==> config.mk <==
export PLATFORM = sky130hd
export DESIGN_NAME = delayed_start_timer_table
export DESIGN_NICKNAME = d
export VERILOG_FILES = /design/src/hw/rtl/dstt_pkg.sv /design/src/hw/rtl/dstt_cell.sv /design/src/hw/rtl/dstt_ctrl.sv /design/src/hw/rtl/delayed_start_timer_table.sv
export SDC_FILE = /design/constraint.sdc
export NUM_CORES = 1
export LEC_CHECK = 0
export ABC_AREA = 1
export BUFFER_PORTS_ARGS = -buffer_cell sky130_fd_sc_hd__buf_2
export CAP_MARGIN = 20
export CORE_ASPECT_RATIO = 2
export CORE_UTILIZATION = 50
export DETAILED_ROUTE_END_ITERATION = 10
export PLACE_DENSITY_LB_ADDON = 0.05
export SETUP_SLACK_MARGIN = 0.05
export SLEW_MARGIN = 20
export SYNTH_ARGS = -nofsm -noshare
export SYNTH_HDL_FRONTEND = slang
export SYNTH_SLANG_ARGS = --single-unit
==> constraint.sdc <==
create_clock -name clock -period 6.9 [get_ports clock]
set_input_delay 1.725 -clock clock [delete_from_list [all_inputs] [get_ports clock]]
set_output_delay 1.725 -clock clock [all_outputs]
set_load 0.02 [all_outputs]
==> src/hw/rtl/dstt_pkg.sv <==
// Shared types, constants and command codes for the delayed start timer table.
package dstt_pkg;

   localparam int SLOTS_DEFAULT = 16;
   localparam int MAX_RESULTS   = 16;
   localparam int CMD_W         = 2;
   localparam int CLIENT_W      = 6;
   localparam int DELAY_W       = 20;
   localparam int TIME_W        = 32;
   localparam int COUNT_W       = $clog2(MAX_RESULTS + 1);

   localparam logic [CMD_W-1:0] CMD_TICK   = 2'd0;
   localparam logic [CMD_W-1:0] CMD_ADD    = 2'd1;
   localparam logic [CMD_W-1:0] CMD_CANCEL = 2'd2;

   typedef enum logic [1:0] {
      ST_IDLE,
      ST_SWEEP,
      ST_FLUSH
   } state_type;

   // Broadcast from the controller to every cell while the token walks.
   typedef struct packed {
      logic [CMD_W-1:0]    cmd;
      logic [CLIENT_W-1:0] client;
      logic [TIME_W-1:0]   stamp;   // due time for add, current time for tick
      logic                search;  // add or cancel still looking for its slot
      logic                allow;   // tick may still release
   } cell_bus_type;

   // Status gathered from the chain for the controller.
   typedef struct packed {
      logic                hit;
      logic [CLIENT_W-1:0] client;
      logic                tail;    // token sits in the last cell
   } chain_stat_type;

endpackage

==> src/hw/rtl/dstt_cell.sv <==
// One timer slot: valid bit, due time and client, acting when the token passes.
module dstt_cell (
   input  logic                            clock,
   input  logic                            reset,
   input  logic                            token_in,
   output logic                            token_out,
   input  dstt_pkg::cell_bus_type          bus,
   output logic                            hit,
   output logic [dstt_pkg::CLIENT_W-1:0]   hit_client
);

   logic                            token_ff;
   logic                            valid_ff, valid_in;
   logic [dstt_pkg::TIME_W-1:0]     due_ff, due_in;
   logic [dstt_pkg::CLIENT_W-1:0]   client_ff, client_in;

   always_comb begin
      hit       = 1'b0;
      valid_in  = valid_ff;
      due_in    = due_ff;
      client_in = client_ff;
      if (token_ff) begin
         case (bus.cmd)
            dstt_pkg::CMD_TICK: begin
               if (valid_ff && (due_ff <= bus.stamp) && bus.allow) begin
                  hit      = 1'b1;
                  valid_in = 1'b0;
               end
            end
            dstt_pkg::CMD_ADD: begin
               if (!valid_ff && bus.search) begin
                  hit       = 1'b1;
                  valid_in  = 1'b1;
                  due_in    = bus.stamp;
                  client_in = bus.client;
               end
            end
            dstt_pkg::CMD_CANCEL: begin
               if (valid_ff && bus.search && (client_ff == bus.client)) begin
                  hit      = 1'b1;
                  valid_in = 1'b0;
               end
            end
            default: begin
            end
         endcase
      end
   end

   assign token_out  = token_ff;
   assign hit_client = client_ff;

   always_ff @(posedge clock) begin
      if (reset) begin
         token_ff <= 1'b0;
         valid_ff <= 1'b0;
      end else begin
         token_ff <= token_in;
         valid_ff <= valid_in;
      end
   end

   always_ff @(posedge clock) begin
      due_ff    <= due_in;
      client_ff <= client_in;
   end

endmodule

==> src/hw/rtl/dstt_ctrl.sv <==
// Command sequencer: latches an item, walks the token, orders and emits results.
module dstt_ctrl (
   input  logic                            clock,
   input  logic                            reset,
   input  logic                            start,
   output logic                            busy,
   input  logic [dstt_pkg::CMD_W-1:0]      req_cmd,
   input  logic [dstt_pkg::CLIENT_W-1:0]   req_client,
   input  logic [dstt_pkg::DELAY_W-1:0]    req_delay_ms,
   input  logic [dstt_pkg::TIME_W-1:0]     req_now_ms,
   output logic                            inject,
   output dstt_pkg::cell_bus_type          bus,
   input  dstt_pkg::chain_stat_type        stat,
   output logic                            rsp_strobe,
   output logic [dstt_pkg::CLIENT_W-1:0]   rsp_start_client,
   output logic                            rsp_table_full,
   output logic                            rsp_last
);

   dstt_pkg::state_type state_ff, state_in;

   logic [dstt_pkg::CMD_W-1:0]      cmd_ff, cmd_in;
   logic [dstt_pkg::CLIENT_W-1:0]   client_ff, client_in;
   logic [dstt_pkg::TIME_W-1:0]     stamp_ff, stamp_in;
   logic                            search_ff, search_in;
   logic [dstt_pkg::COUNT_W-1:0]    count_ff, count_in;
   logic                            pend_ff, pend_in;
   logic [dstt_pkg::CLIENT_W-1:0]   pend_client_ff, pend_client_in;
   logic                            strobe_ff, strobe_in;
   logic [dstt_pkg::CLIENT_W-1:0]   out_client_ff, out_client_in;
   logic                            full_ff, full_in;
   logic                            last_ff, last_in;

   logic                            accept;
   logic [dstt_pkg::TIME_W:0]       due_sum;
   logic [dstt_pkg::TIME_W-1:0]     due_sat;

   assign accept  = start && (state_ff == dstt_pkg::ST_IDLE);
   assign due_sum = {1'b0, req_now_ms}
                  + {{(dstt_pkg::TIME_W + 1 - dstt_pkg::DELAY_W){1'b0}}, req_delay_ms};
   assign due_sat = due_sum[dstt_pkg::TIME_W] ? {dstt_pkg::TIME_W{1'b1}}
                                              : due_sum[dstt_pkg::TIME_W-1:0];

   // Next state
   always_comb begin
      state_in = state_ff;
      unique case (state_ff)
         dstt_pkg::ST_IDLE:  if (accept) state_in = dstt_pkg::ST_SWEEP;
         dstt_pkg::ST_SWEEP: if (stat.tail) state_in = dstt_pkg::ST_FLUSH;
         dstt_pkg::ST_FLUSH: state_in = dstt_pkg::ST_IDLE;
         default:            state_in = dstt_pkg::ST_IDLE;
      endcase
   end

   // Outputs and datapath
   always_comb begin
      cmd_in         = cmd_ff;
      client_in      = client_ff;
      stamp_in       = stamp_ff;
      search_in      = search_ff;
      count_in       = count_ff;
      pend_in        = pend_ff;
      pend_client_in = pend_client_ff;
      strobe_in      = 1'b0;
      out_client_in  = pend_client_ff;
      full_in        = 1'b0;
      last_in        = 1'b0;
      unique case (state_ff)
         dstt_pkg::ST_IDLE: begin
            if (accept) begin
               cmd_in    = req_cmd;
               client_in = req_client;
               stamp_in  = (req_cmd == dstt_pkg::CMD_ADD) ? due_sat : req_now_ms;
               search_in = 1'b1;
               count_in  = '0;
               pend_in   = 1'b0;
            end
         end
         dstt_pkg::ST_SWEEP: begin
            if (stat.hit) begin
               if (cmd_ff == dstt_pkg::CMD_TICK) begin
                  // hold the new release until we know whether another follows
                  strobe_in      = pend_ff;
                  pend_in        = 1'b1;
                  pend_client_in = stat.client;
                  count_in       = count_ff + 1'b1;
               end else begin
                  search_in = 1'b0;
               end
            end
         end
         dstt_pkg::ST_FLUSH: begin
            if (cmd_ff == dstt_pkg::CMD_TICK) begin
               strobe_in = pend_ff;
               last_in   = 1'b1;
               pend_in   = 1'b0;
            end else if ((cmd_ff == dstt_pkg::CMD_ADD) && search_ff) begin
               strobe_in     = 1'b1;
               out_client_in = client_ff;
               full_in       = 1'b1;
               last_in       = 1'b1;
            end
         end
         default: begin
         end
      endcase
   end

   assign busy       = (state_ff != dstt_pkg::ST_IDLE);
   assign inject     = accept;
   assign bus.cmd    = cmd_ff;
   assign bus.client = client_ff;
   assign bus.stamp  = stamp_ff;
   assign bus.search = search_ff;
   assign bus.allow  = (count_ff < dstt_pkg::COUNT_W'(dstt_pkg::MAX_RESULTS));

   assign rsp_strobe       = strobe_ff;
   assign rsp_start_client = out_client_ff;
   assign rsp_table_full   = full_ff;
   assign rsp_last         = last_ff;

   always_ff @(posedge clock) begin
      if (reset) begin
         state_ff  <= dstt_pkg::ST_IDLE;
         strobe_ff <= 1'b0;
         pend_ff   <= 1'b0;
         search_ff <= 1'b0;
         count_ff  <= '0;
      end else begin
         state_ff  <= state_in;
         strobe_ff <= strobe_in;
         pend_ff   <= pend_in;
         search_ff <= search_in;
         count_ff  <= count_in;
      end
   end

   always_ff @(posedge clock) begin
      cmd_ff         <= cmd_in;
      client_ff      <= client_in;
      stamp_ff       <= stamp_in;
      pend_client_ff <= pend_client_in;
      out_client_ff  <= out_client_in;
      full_ff        <= full_in;
      last_ff        <= last_in;
   end

`ifndef SYNTH
   a_accept_sweep: assert property (@(posedge clock) disable iff (reset)
      accept |=> (state_ff == dstt_pkg::ST_SWEEP))
      else $error("accepted item did not start a sweep");

   a_tail_flush: assert property (@(posedge clock) disable iff (reset)
      (state_ff == dstt_pkg::ST_SWEEP) && stat.tail |=> (state_ff == dstt_pkg::ST_FLUSH))
      else $error("sweep did not end in flush");

   a_count_cap: assert property (@(posedge clock) disable iff (reset)
      (state_ff == dstt_pkg::ST_SWEEP) |-> (count_ff <= dstt_pkg::COUNT_W'(dstt_pkg::MAX_RESULTS)))
      else $error("release count over the cap");

   a_full_last: assert property (@(posedge clock) disable iff (reset)
      strobe_in && full_in |-> last_in && (cmd_ff == dstt_pkg::CMD_ADD))
      else $error("full result not marked last");
`endif

endmodule

==> src/hw/rtl/delayed_start_timer_table.sv <==
// Top level: controller plus a chain of timer cells walked by a one-hot token.
//
// Command port: an item (req_cmd, req_client, req_delay_ms, req_now_ms) is taken
// at a clock edge with start high and busy low. Commands: tick releases every
// armed slot due at or before req_now_ms, lowest slot first; add arms the lowest
// free slot with now plus delay (saturated); cancel frees the lowest armed slot
// holding req_client; code 3 does nothing.
// Result port: rsp_strobe marks each result for one cycle; the receiver cannot
// stall it. A tick gives one result per released slot (at most 16), the final one
// with rsp_last. An add into a full table gives one result with rsp_table_full
// and rsp_last set. Other items give no result.
// Timing: after the accepting edge the token steps through one cell a cycle; busy
// stays high through the sweep and the flush, and no item is taken until busy falls.
// A release is held in pend_ff until the next release or the end of the sweep,
// and only then registered onto rsp_strobe; the last result, and a table-full
// result, shows in the first cycle with busy low.
// Reset: synchronous, active high; frees every slot and idles the controller.
module delayed_start_timer_table #(
   parameter int SLOTS = dstt_pkg::SLOTS_DEFAULT
) (
   input  logic                            clock,
   input  logic                            reset,
   input  logic                            start,
   output logic                            busy,
   input  logic [dstt_pkg::CMD_W-1:0]      req_cmd,
   input  logic [dstt_pkg::CLIENT_W-1:0]   req_client,
   input  logic [dstt_pkg::DELAY_W-1:0]    req_delay_ms,
   input  logic [dstt_pkg::TIME_W-1:0]     req_now_ms,
   output logic                            rsp_strobe,
   output logic [dstt_pkg::CLIENT_W-1:0]   rsp_start_client,
   output logic                            rsp_table_full,
   output logic                            rsp_last
);

   logic                            inject;
   dstt_pkg::cell_bus_type          bus;
   dstt_pkg::chain_stat_type        stat;
   logic [SLOTS-1:0]                token;
   logic [SLOTS-1:0]                hit;
   logic [dstt_pkg::CLIENT_W-1:0]   hit_client [SLOTS];
   logic [dstt_pkg::CLIENT_W-1:0]   sel_client;

   dstt_ctrl u_ctrl (
      .clock            (clock),
      .reset            (reset),
      .start            (start),
      .busy             (busy),
      .req_cmd          (req_cmd),
      .req_client       (req_client),
      .req_delay_ms     (req_delay_ms),
      .req_now_ms       (req_now_ms),
      .inject           (inject),
      .bus              (bus),
      .stat             (stat),
      .rsp_strobe       (rsp_strobe),
      .rsp_start_client (rsp_start_client),
      .rsp_table_full   (rsp_table_full),
      .rsp_last         (rsp_last)
   );

   for (genvar i = 0; i < SLOTS; i++) begin : g_cell
      logic tok_in;
      if (i == 0) begin : g_head
         assign tok_in = inject;
      end else begin : g_link
         assign tok_in = token[i-1];
      end
      dstt_cell u_cell (
         .clock      (clock),
         .reset      (reset),
         .token_in   (tok_in),
         .token_out  (token[i]),
         .bus        (bus),
         .hit        (hit[i]),
         .hit_client (hit_client[i])
      );
   end

   // Only the cell holding the token can hit, so an OR picks its client.
   always_comb begin
      sel_client = '0;
      for (int i = 0; i < SLOTS; i++) begin
         sel_client = sel_client | (hit_client[i] & {dstt_pkg::CLIENT_W{hit[i]}});
      end
   end

   assign stat.hit    = |hit;
   assign stat.client = sel_client;
   assign stat.tail   = token[SLOTS-1];

`ifndef SYNTH
   a_token_onehot: assert property (@(posedge clock) disable iff (reset)
      $onehot0(token))
      else $error("more than one cell holds the token");

   a_idle_no_token: assert property (@(posedge clock) disable iff (reset)
      !busy |-> (token == '0))
      else $error("token in the chain while idle");

   a_hit_with_token: assert property (@(posedge clock) disable iff (reset)
      (hit & ~token) == '0)
      else $error("cell acted without the token");
`endif

endmodule
==> results of run 1 <==
==> final timing paths <==
path | startpoint | slack [ns] | end
setup / recovery | u_ctrl.stamp_ff[22] | 1.99 | u_ctrl.pend_client_ff[0]
hold / removal | g_cell[10].u_cell.token_out | 0.45 | g_cell[11].u_cell.token_out
setup reg to reg | u_ctrl.stamp_ff[22] | 1.99 | u_ctrl.pend_client_ff[0]
hold reg to reg | g_cell[10].u_cell.token_out | 0.45 | g_cell[11].u_cell.token_out
==> cells by family (layout without fill, tap and decap cells) <==
kind of cell / count (synthesis) / in the layout
AO/OA/AOI/OAI: 550 / 550
XOR/XNOR: 69 / 69
adder cells (fa/ha/maj): 538 / 538
buffers and inverters: 297 / 531
flip-flops: 704 / 704
other: 0 / 1
AND/OR/NAND/NOR: 1163 / 1163
==> power groups by stage <==
stage | Sequential [uW] | Clock [uW] | Combinational (uW)
finish | 4800 | 3920 | 1390
global route | 4800 | 4120 | 1540
CTS | 4800 | 3990 | 1400
detailed placement | 4900 | 0 | 1400
global placement | 4900 | 0 | 1360
floorplan | 4920 | 0 | 796
==> stage by stage <==
| step | power [uW] | utilization | setup slack, ns | hold WS (ns) | area, sq um |
|---|---|---|---|---|---|
| 2_1_floorplan | 5720 | - | 1.76 | 0.403 | 37200 |
| 3_3_place_gp | 6250 | 0.531 | 1.79 | 0.445 | 39100 |
| 3_5_place_dp | 6290 | 0.531 | 1.75 | 0.455 | 39100 |
| 4_1_cts | 10200 | 0.561 | 2.07 | 0.464 | 41400 |
| 5_1_grt | 10500 | 0.562 | 1.94 | 0.478 | 41400 |
| 6_report | 10100 | 0.562 | 1.99 | 0.453 | 41400 |
==> cell type report <==
type	instances	area, sq um
diodes	1	2.50
clock buffers	82	1820
clock inverters	39	445
fillers	6319	32300
inverters	265	997
multi-input cells	2320	15400
flip-flops and latches	704	20600
well taps	929	1160
repair buffers	145	921
==> synthesized netlist by cell type (3+ instances only) <==
| cell | number | share of area |
|---|---|---|
| nand3_1 | 58 | 0.0078 |
| a21oi_1 | 323 | 0.043 |
| nor3_1 | 27 | 0.0036 |
| o21ai_1 | 13 | 0.0017 |
| inv_1 | 256 | 0.026 |
| a21o_1 | 7 | 0.0014 |
| o21bai_1 | 10 | 0.0020 |
| o21ai_2 | 3 | 0.00071 |
| o2bb2ai_1 | 3 | 0.00071 |
| o21ai_0 | 86 | 0.012 |
| nand2_2 | 7 | 0.0012 |
| buf_6 | 13 | 0.0039 |
| nor4_1 | 5 | 0.00084 |
| nand3b_1 | 4 | 0.00081 |
| o2111ai_1 | 3 | 0.00071 |
| nor2_1 | 270 | 0.027 |
| xor2_1 | 36 | 0.0085 |
| nor4_2 | 13 | 0.0044 |
| ha_1 | 537 | 0.18 |
| a221oi_1 | 9 | 0.0021 |
| nand2_1 | 697 | 0.070 |
| or2_0 | 3 | 0.00050 |
| inv_2 | 9 | 0.00091 |
| xnor2_1 | 33 | 0.0078 |
| dfxtp_1 | 50 | 0.027 |
| a31oi_1 | 3 | 0.00050 |
| a211oi_1 | 14 | 0.0028 |
| nand4_1 | 63 | 0.011 |
| a21oi_2 | 6 | 0.0014 |
| o21a_1 | 34 | 0.0069 |
| edfxtp_1 | 654 | 0.53 |
| buf_4 | 7 | 0.0014 |
| o211ai_1 | 3 | 0.00061 |
| clkbuf_1 | 8 | 0.00081 |
| o22ai_1 | 16 | 0.0027 |
| nor2_2 | 4 | 0.00067 |
| nor3b_1 | 3 | 0.00061 |
==> worst register-to-register path: stages (launching register included) <==
cell,delay (ns)
edfxtp_1,0.33
buf_4,0.31
inv_1,0.58
ha_1,0.52
nand2_1,0.07
nor2_1,0.18
nand4_1,0.31
nor2_1,0.37
nand2_1,0.09
nand2_1,0.06
nand2_1,0.17
nand3_1,0.12
nand2_1,0.08
nand2_2,0.12
nor2_1,0.08
a221oi_1,0.91
nand4_1,0.28
==> routing by layer <==
layer	wire length [um]	track usage	up-vias	part of all wire
met5	0	0	-	0
met4	10600	0.256	0	0.095
met3	4060	0.0392	339	0.036
met2	61500	0.582	741	0.55
met1	36000	0.277	12600	0.32
li1	-	-	12200	-
==> sequential cells by signal, indices dropped and copies added (netlist names), 5 cells and up <==
signal	count
g_cell.u_cell.due_ff	512
g_cell.u_cell.hit_client	96
g_cell.u_cell.token_out	16
g_cell.u_cell.valid_ff	16
u_ctrl.client_ff	6
u_ctrl.count_ff	5
u_ctrl.pend_client_ff	6
u_ctrl.rsp_start_client	6
u_ctrl.stamp_ff	32
==> Implementation_results.wiki, run 1 <==
{| class="wikitable"
! Metric !! Value
|-
| Result of the run || complete, no violations
|-
| Hold violation count in the final report || 0
|-
| Floorplan core area || 73700 sq um
|-
| Most common cell after layout, fill and taps aside || nand2_1
|-
| Post-Route Skew || 0.0305 ns
|-
| Clock root buffer || clkbuf_16
|-
| Setup repair bufs after CTS || 0
|-
| Initial drt markers || 1312
|-
| Global placement routability congestion || 0.957
|-
| Post-detailed-placement half-perimeter wirelength || 82.7 mm
|-
| Count of cells resized by post-cts repair || 0
|-
| Element type at the critical path start || register
|-
| Clock share of power || 0.387
|-
| Worst hold path stage count || 2
|-
| Syn Nets || approximately 3900
|-
| Total instance count after detailed placement || around 4400
|-
| Seq pwr share || 0.475
|-
| Std cell rows || about 140
|-
| Global route overflow || 0
|-
| Internal Dissipation || 7410 uW
|-
| Die extent in x || 195 um
|-
| Starting density of the core || 0.505
|-
| Most used flip-flop cell after synthesis || edfxtp_1
|-
| Height of the die || 388 um
|-
| Worst-case vdd ir drop || between 0.2 and 0.25 mV
|-
| First-pass GRT wire length || 165 mm
|-
| CTS HTree Levels || 3
|-
| Count of flip-flops with a built-in enable after synthesis || 654
|-
| Filler-free cell count of the finished design || between 4000 and 5000
|-
| Critical path arrival || 5.22 ns
|-
| Total wire length after detailed routing || approximately 110 mm
|-
| Worst-path clk slew || 0.07 ns
|-
| Sinks on Clock Net || 704
|-
| Path type of the worst setup path || register to register
|-
| Ratio of cells with drive above 1 in the final layout || 0.0914
|-
| Ports placed on the boundary || 73
|-
| Worst min-delay path class || register to register
|-
| Number of remaining DRC errors || 0
|-
| CTS tree || built
|-
| Number of clock buffers inserted by TritonCTS || 68
|-
| Adder-cell area share of the yosys netlist || 0.181
|-
| Stages on the worst setup path || 16
|-
| Leakage power of the design || approximately 0.017 uW
|-
| Share of synthesized area spent on multiplexers || 0
|-
| Antenna violations before repair || 1
|-
| Fraction of the cycle the final worst path needs || 0.711
|-
| Max-Slew Margin vs Limit || 0.223
|-
| Per-cell routed wire length || 25.0 um
|-
| Overall die area || 75600 sq um
|-
| Warning count from the yosys run || 0
|-
| Average instance area after synthesis || around 11 sq um
|-
| Number of global-route vias before repair || 27100
|-
| Compound-cell area share of the yosys netlist || 0.0842
|-
| Sequential-to-total area share from yosys stat || 0.555
|-
| CP delay by family, top || simple AND/OR/NAND/NOR gates
|-
| Sum of buffers and inverters on the critical path || 2
|-
| Via/cell ratio || 5.77
|-
| Maximum fanout along the worst path || 17
|-
| Sw Ratio || 0.267
|-
| Largest family of logic cells by synthesized area || adder cells
|-
| Maximum number of pins on one net before global-route repair || 43
|-
| Post-synthesis share of cell area spent on xor and xnor gates || 0.0162
|-
| Number of max-cap violations || 0
|-
| Slew Viols, Final || 0
|-
| Unrepaired setup endpoints after global routing || no
|-
| Global Route Usage Sum || 0.303
|-
| Gate Count Post-Synth || 3321
|-
| Critical path, cell by cell || buf_4 -> inv_1 -> ha_1 -> nand2_1 -> nor2_1 -> nand4_1 -> nor2_1 -> nand2_1 -> nand2_1 -> nand2_1 -> nand3_1 -> nand2_1 -> nand2_2 -> nor2_1 -> a221oi_1 -> nand4_1
|-
| R2R cell count || 16
|-
| Remaining number of nets flagged by the antenna check after routing || 0
|-
| Number of buffers added on ports || 72
|-
| Netlist cell types || 59
|-
| Pre-Repair DR Iteration Count || 5
|-
| Synthesized-area fraction occupied by and/or/nand/nor cells || 0.131
|-
| Logic pwr share || 0.137
|-
| Final net count || 4105
|-
| Clock latency on the worst-skew pair || around 0.65 ns
|-
| Max Fclk || 204 MHz
|-
| Hold buffer count at CTS || 0
|-
| Max stage delay cell, worst path || a221oi_1
|-
| Leading cell types in the layout, fill and taps excluded || 697 x nand2_1, 654 x edfxtp_1, 537 x ha_1, 323 x a21oi_1, 262 x nor2_1
|-
| Vias after detailed routing || between 20000 and 30000
|-
| Synthesis-to-layout area growth || 11.3%
|-
| Switching power || 2700 uW
|-
| Power density over the cells || approximately 240 nW/um^2
|-
| Transition time of the tightest slew-check pin || 1.17 ns
|-
| CP Capture Type || register
|-
| Highest cell delay on the worst timing path || 0.91 ns
|-
| Crit path time final || 4.91 ns
|-
| Accumulated negative setup slack || 0 ns
|-
| Req. time, crit path || 7.22 ns
|-
| Flops & latches, synth || 704
|-
| Asr flop ratio synth || 0
|-
| Post-synthesis instance area || 37200 sq um
|-
| Buffer depth of the longest clock path || 3
|-
| Total of endpoints with negative setup slack in the final report || 0
|-
| Cell repeated most along the worst path || nand2_1
|}
(Power assumes the default switching activity.)
==> inputs of run 2 (changes only) <==
Clock period 6.9 ns to 4.9 ns, I/O delays scaled along.
==> Implementation_results.wiki, run 2 (synthesis gave the netlist of run 1 again) <==
{| class="wikitable"
! Metric !! Value
|-
| Clock root buffer || clkbuf_16
|-
| Ports placed on the boundary || 73 (unchanged)
|-
| Remaining number of nets flagged by the antenna check after routing || 0 (unchanged)
|-
| Leading cell types in the layout, fill and taps excluded || 697 x nand2_1, 654 x edfxtp_1, 537 x ha_1, 323 x a21oi_1, 262 x nor2_1
|-
| Die extent in x || 195 um (unchanged)
|-
| Fraction of the cycle the final worst path needs || 0.862 (+0.151)
|-
| Synthesis-to-layout area growth || 12.4%
|-
| Global Route Usage Sum || 0.279 (-0.0245)
|-
| Number of remaining DRC errors || 0 (unchanged)
|-
| Hold buffer count at CTS || 0 (unchanged)
|-
| Number of max-cap violations || 0 (unchanged)
|-
| Initial drt markers || 1282 (-2.3%)
|-
| Post-Route Skew || 0.0173 ns (-0.0131 ns)
|-
| Post-detailed-placement cell area || 39600 sq um (+1.1%)
|-
| Accumulated negative setup slack || 0 ns (unchanged)
|-
| Combined flip-flop and latch cell area || 20600 sq um (unchanged)
|-
| Hold slack final || 0.451 ns (-0.00203 ns)
|-
| Path type of the worst setup path || register to register
|-
| Final core area utilization || 0.567 (+0.00529)
|-
| Antenna violations before repair || 2 (+1)
|-
| Flip-flop count of the largest register after layout || 512 (unchanged)
|-
| Req. time, crit path || 5.30 ns (-1.92 ns)
|-
| Worst-case vdd ir drop || 0.317 mV (+32%)
|-
| Starting density of the core || 0.505 (unchanged)
|-
| Worst min-delay path class || register to register
|-
| Via/cell ratio || 5.63 (-2.6%)
|-
| Number of buffers added on ports || 72 (unchanged)
|-
| Slew Viols, Final || 0 (unchanged)
|-
| Crit path time final || 4.22 ns (-0.683 ns)
|-
| Ratio of cells with drive above 1 in the final layout || 0.102 (+0.0109)
|-
| Worst-path clk slew || 0.07 ns (about the same)
|-
| Global route overflow || 0 (unchanged)
|-
| Std cell rows || 141 (unchanged)
|-
| Leakage power of the design || 0.0172 uW (+1.6%)
|-
| Setup repair bufs after CTS || 0 (unchanged)
|-
| Max-Slew Margin vs Limit || 0.281 (+0.0577)
|-
| Maximum fanout along the worst path || 9 (-8)
|-
| Highest cell delay on the worst timing path || 0.51 ns (-0.40 ns)
|-
| Height of the die || 388 um (unchanged)
|-
| Per-cell routed wire length || 22.8 um (-8.8%)
|-
| Pre-Repair DR Iteration Count || 7 (+2)
|-
| Element type at the critical path start || register
|-
| Max Fclk || 237 MHz (+16%)
|-
| Clock latency on the worst-skew pair || 0.65 ns (about the same)
|-
| Sinks on Clock Net || 704 (unchanged)
|-
| Critical path, cell by cell || inv_1 -> buf_4 -> ha_1 -> nand2_1 -> nor2_1 -> nand4_1 -> nor2_1 -> nand2_1 -> nand2_1 -> nand2_1 -> nand3_1 -> nand2_1 -> nand2_1 -> nand2_1 -> nor2_1 -> nand2_1 -> nor2_2 -> nor2_1 -> inv_1 -> nor2_1 -> buf_4
|-
| First-pass GRT wire length || 155 mm (-6.2%)
|-
| Summed area of non-filler cells in the final layout || 41800 sq um (+0.94%)
|-
| Final net count || 4157 (+1.3%)
|-
| Post-detailed-placement half-perimeter wirelength || 81.0 mm (-2.0%)
|-
| CTS tree || built
|-
| Total area of multi-input combinational cells || 15400 sq um (unchanged)
|-
| Number of global-route vias before repair || 26800 (-1.2%)
|-
| Transition time of the tightest slew-check pin || 1.08 ns (-0.0865 ns)
|-
| Most flops, register || g_cell.u_cell.due_ff
|-
| Total wire length after detailed routing || 104 mm (-7.7%)
|-
| Overall die area || 75600 sq um (unchanged)
|-
| Fill cell count || 6330 (+0.17%)
|-
| Count of cells resized by post-cts repair || 0 (unchanged)
|-
| Result of the run || complete, no violations
|-
| Hold violation count in the final report || 0 (unchanged)
|-
| CTS HTree Levels || 3 (unchanged)
|-
| Max stage delay cell, worst path || edfxtp_1
|-
| Overall power || 14100 uW (+39%)
|-
| Cell repeated most along the worst path || nand2_1
|-
| Unrepaired setup endpoints after global routing || no
|-
| Power density over the cells || 337 nW/um^2 (+38%)
|-
| Buffer depth of the longest clock path || 3 (unchanged)
|-
| Maximum number of pins on one net before global-route repair || 43 (unchanged)
|-
| Most common cell after layout, fill and taps aside || nand2_1
|-
| Number of clock buffers inserted by TritonCTS || 67 (-1.5%)
|-
| Floorplan core area || 73700 sq um (unchanged)
|-
| Global placement routability congestion || 0.923 (-3.5%)
|-
| Total of endpoints with negative setup slack in the final report || 0 (unchanged)
|-
| Vias after detailed routing || 25500 (-1.4%)
|-
| CP Capture Type || register
|-
| Critical path arrival || 4.62 ns (-0.60 ns)
|}
==> run 2: cell types whose count changed in the layout (fill, tap and decap cells not counted), sizes merged <==
cell	before	now
buf	145	198
clkbuf	82	92
diode	1	3
clkinvlp	9	2
clkinv	19	20
bufinv	9	6
inv	267	265
==> run 2: metal layers <==
metal,routed length [um],GRT usage,share of wire
met5,12,0,0.00012
met4,8120,0.203,0.078
met3,3440,0.0372,0.033
met2,58700,0.553,0.57
met1,33200,0.250,0.32
==> run 2: through the flow <==
step / setup WS, ns / std cells
6_report: 0.676 / 4539
5_1_grt: 0.429 / 4536
4_1_cts: 0.678 / 4535
3_5_place_dp: 0.664 / 4415
3_3_place_gp: 0.710 / 4415
2_1_floorplan: 0.679 / 3321
==> run 2: area by class of cell <==
type	count	share of cell area
Clock buffer	92	0.0461
Antenna cell	3	0.000180
Multi-Input combinational cell	2320	0.369
Tap cell	929	0.0278
Sequential cell	704	0.494
Clock inverter	28	0.00688
Inverter	265	0.0238
Timing Repair Buffer	198	0.0324
==> run 2: where the power goes <==
group	leakage, uW	total, uW	switching (uW)	internal [uW]
clock network	0.00108	5380	2310	3070
logic	0.00983	1950	1310	643
registers	0.00631	6760	57.5	6710
total	0.0172	14100	3680	10400
==> run 2: final timing paths <==
check	startpoint	to	slack [ns]	cells after the start
max	u_ctrl.stamp_ff[23]	u_ctrl.pend_client_ff[1]	0.68	21
min	g_cell[10].u_cell.token_out	g_cell[11].u_cell.token_out	0.45	2
max reg2reg	u_ctrl.stamp_ff[23]	u_ctrl.pend_client_ff[1]	0.68	21
min reg2reg	g_cell[10].u_cell.token_out	g_cell[11].u_cell.token_out	0.45	2
==> run 2: critical path, delay by kind of cell, from the launching register on <==
kind / cells / cell delay [ns]
flops: 1 / 0.51
fa+ha+maj: 1 / 0.17
buf+inv: 4 / 0.99
simple gates: 16 / 2.29
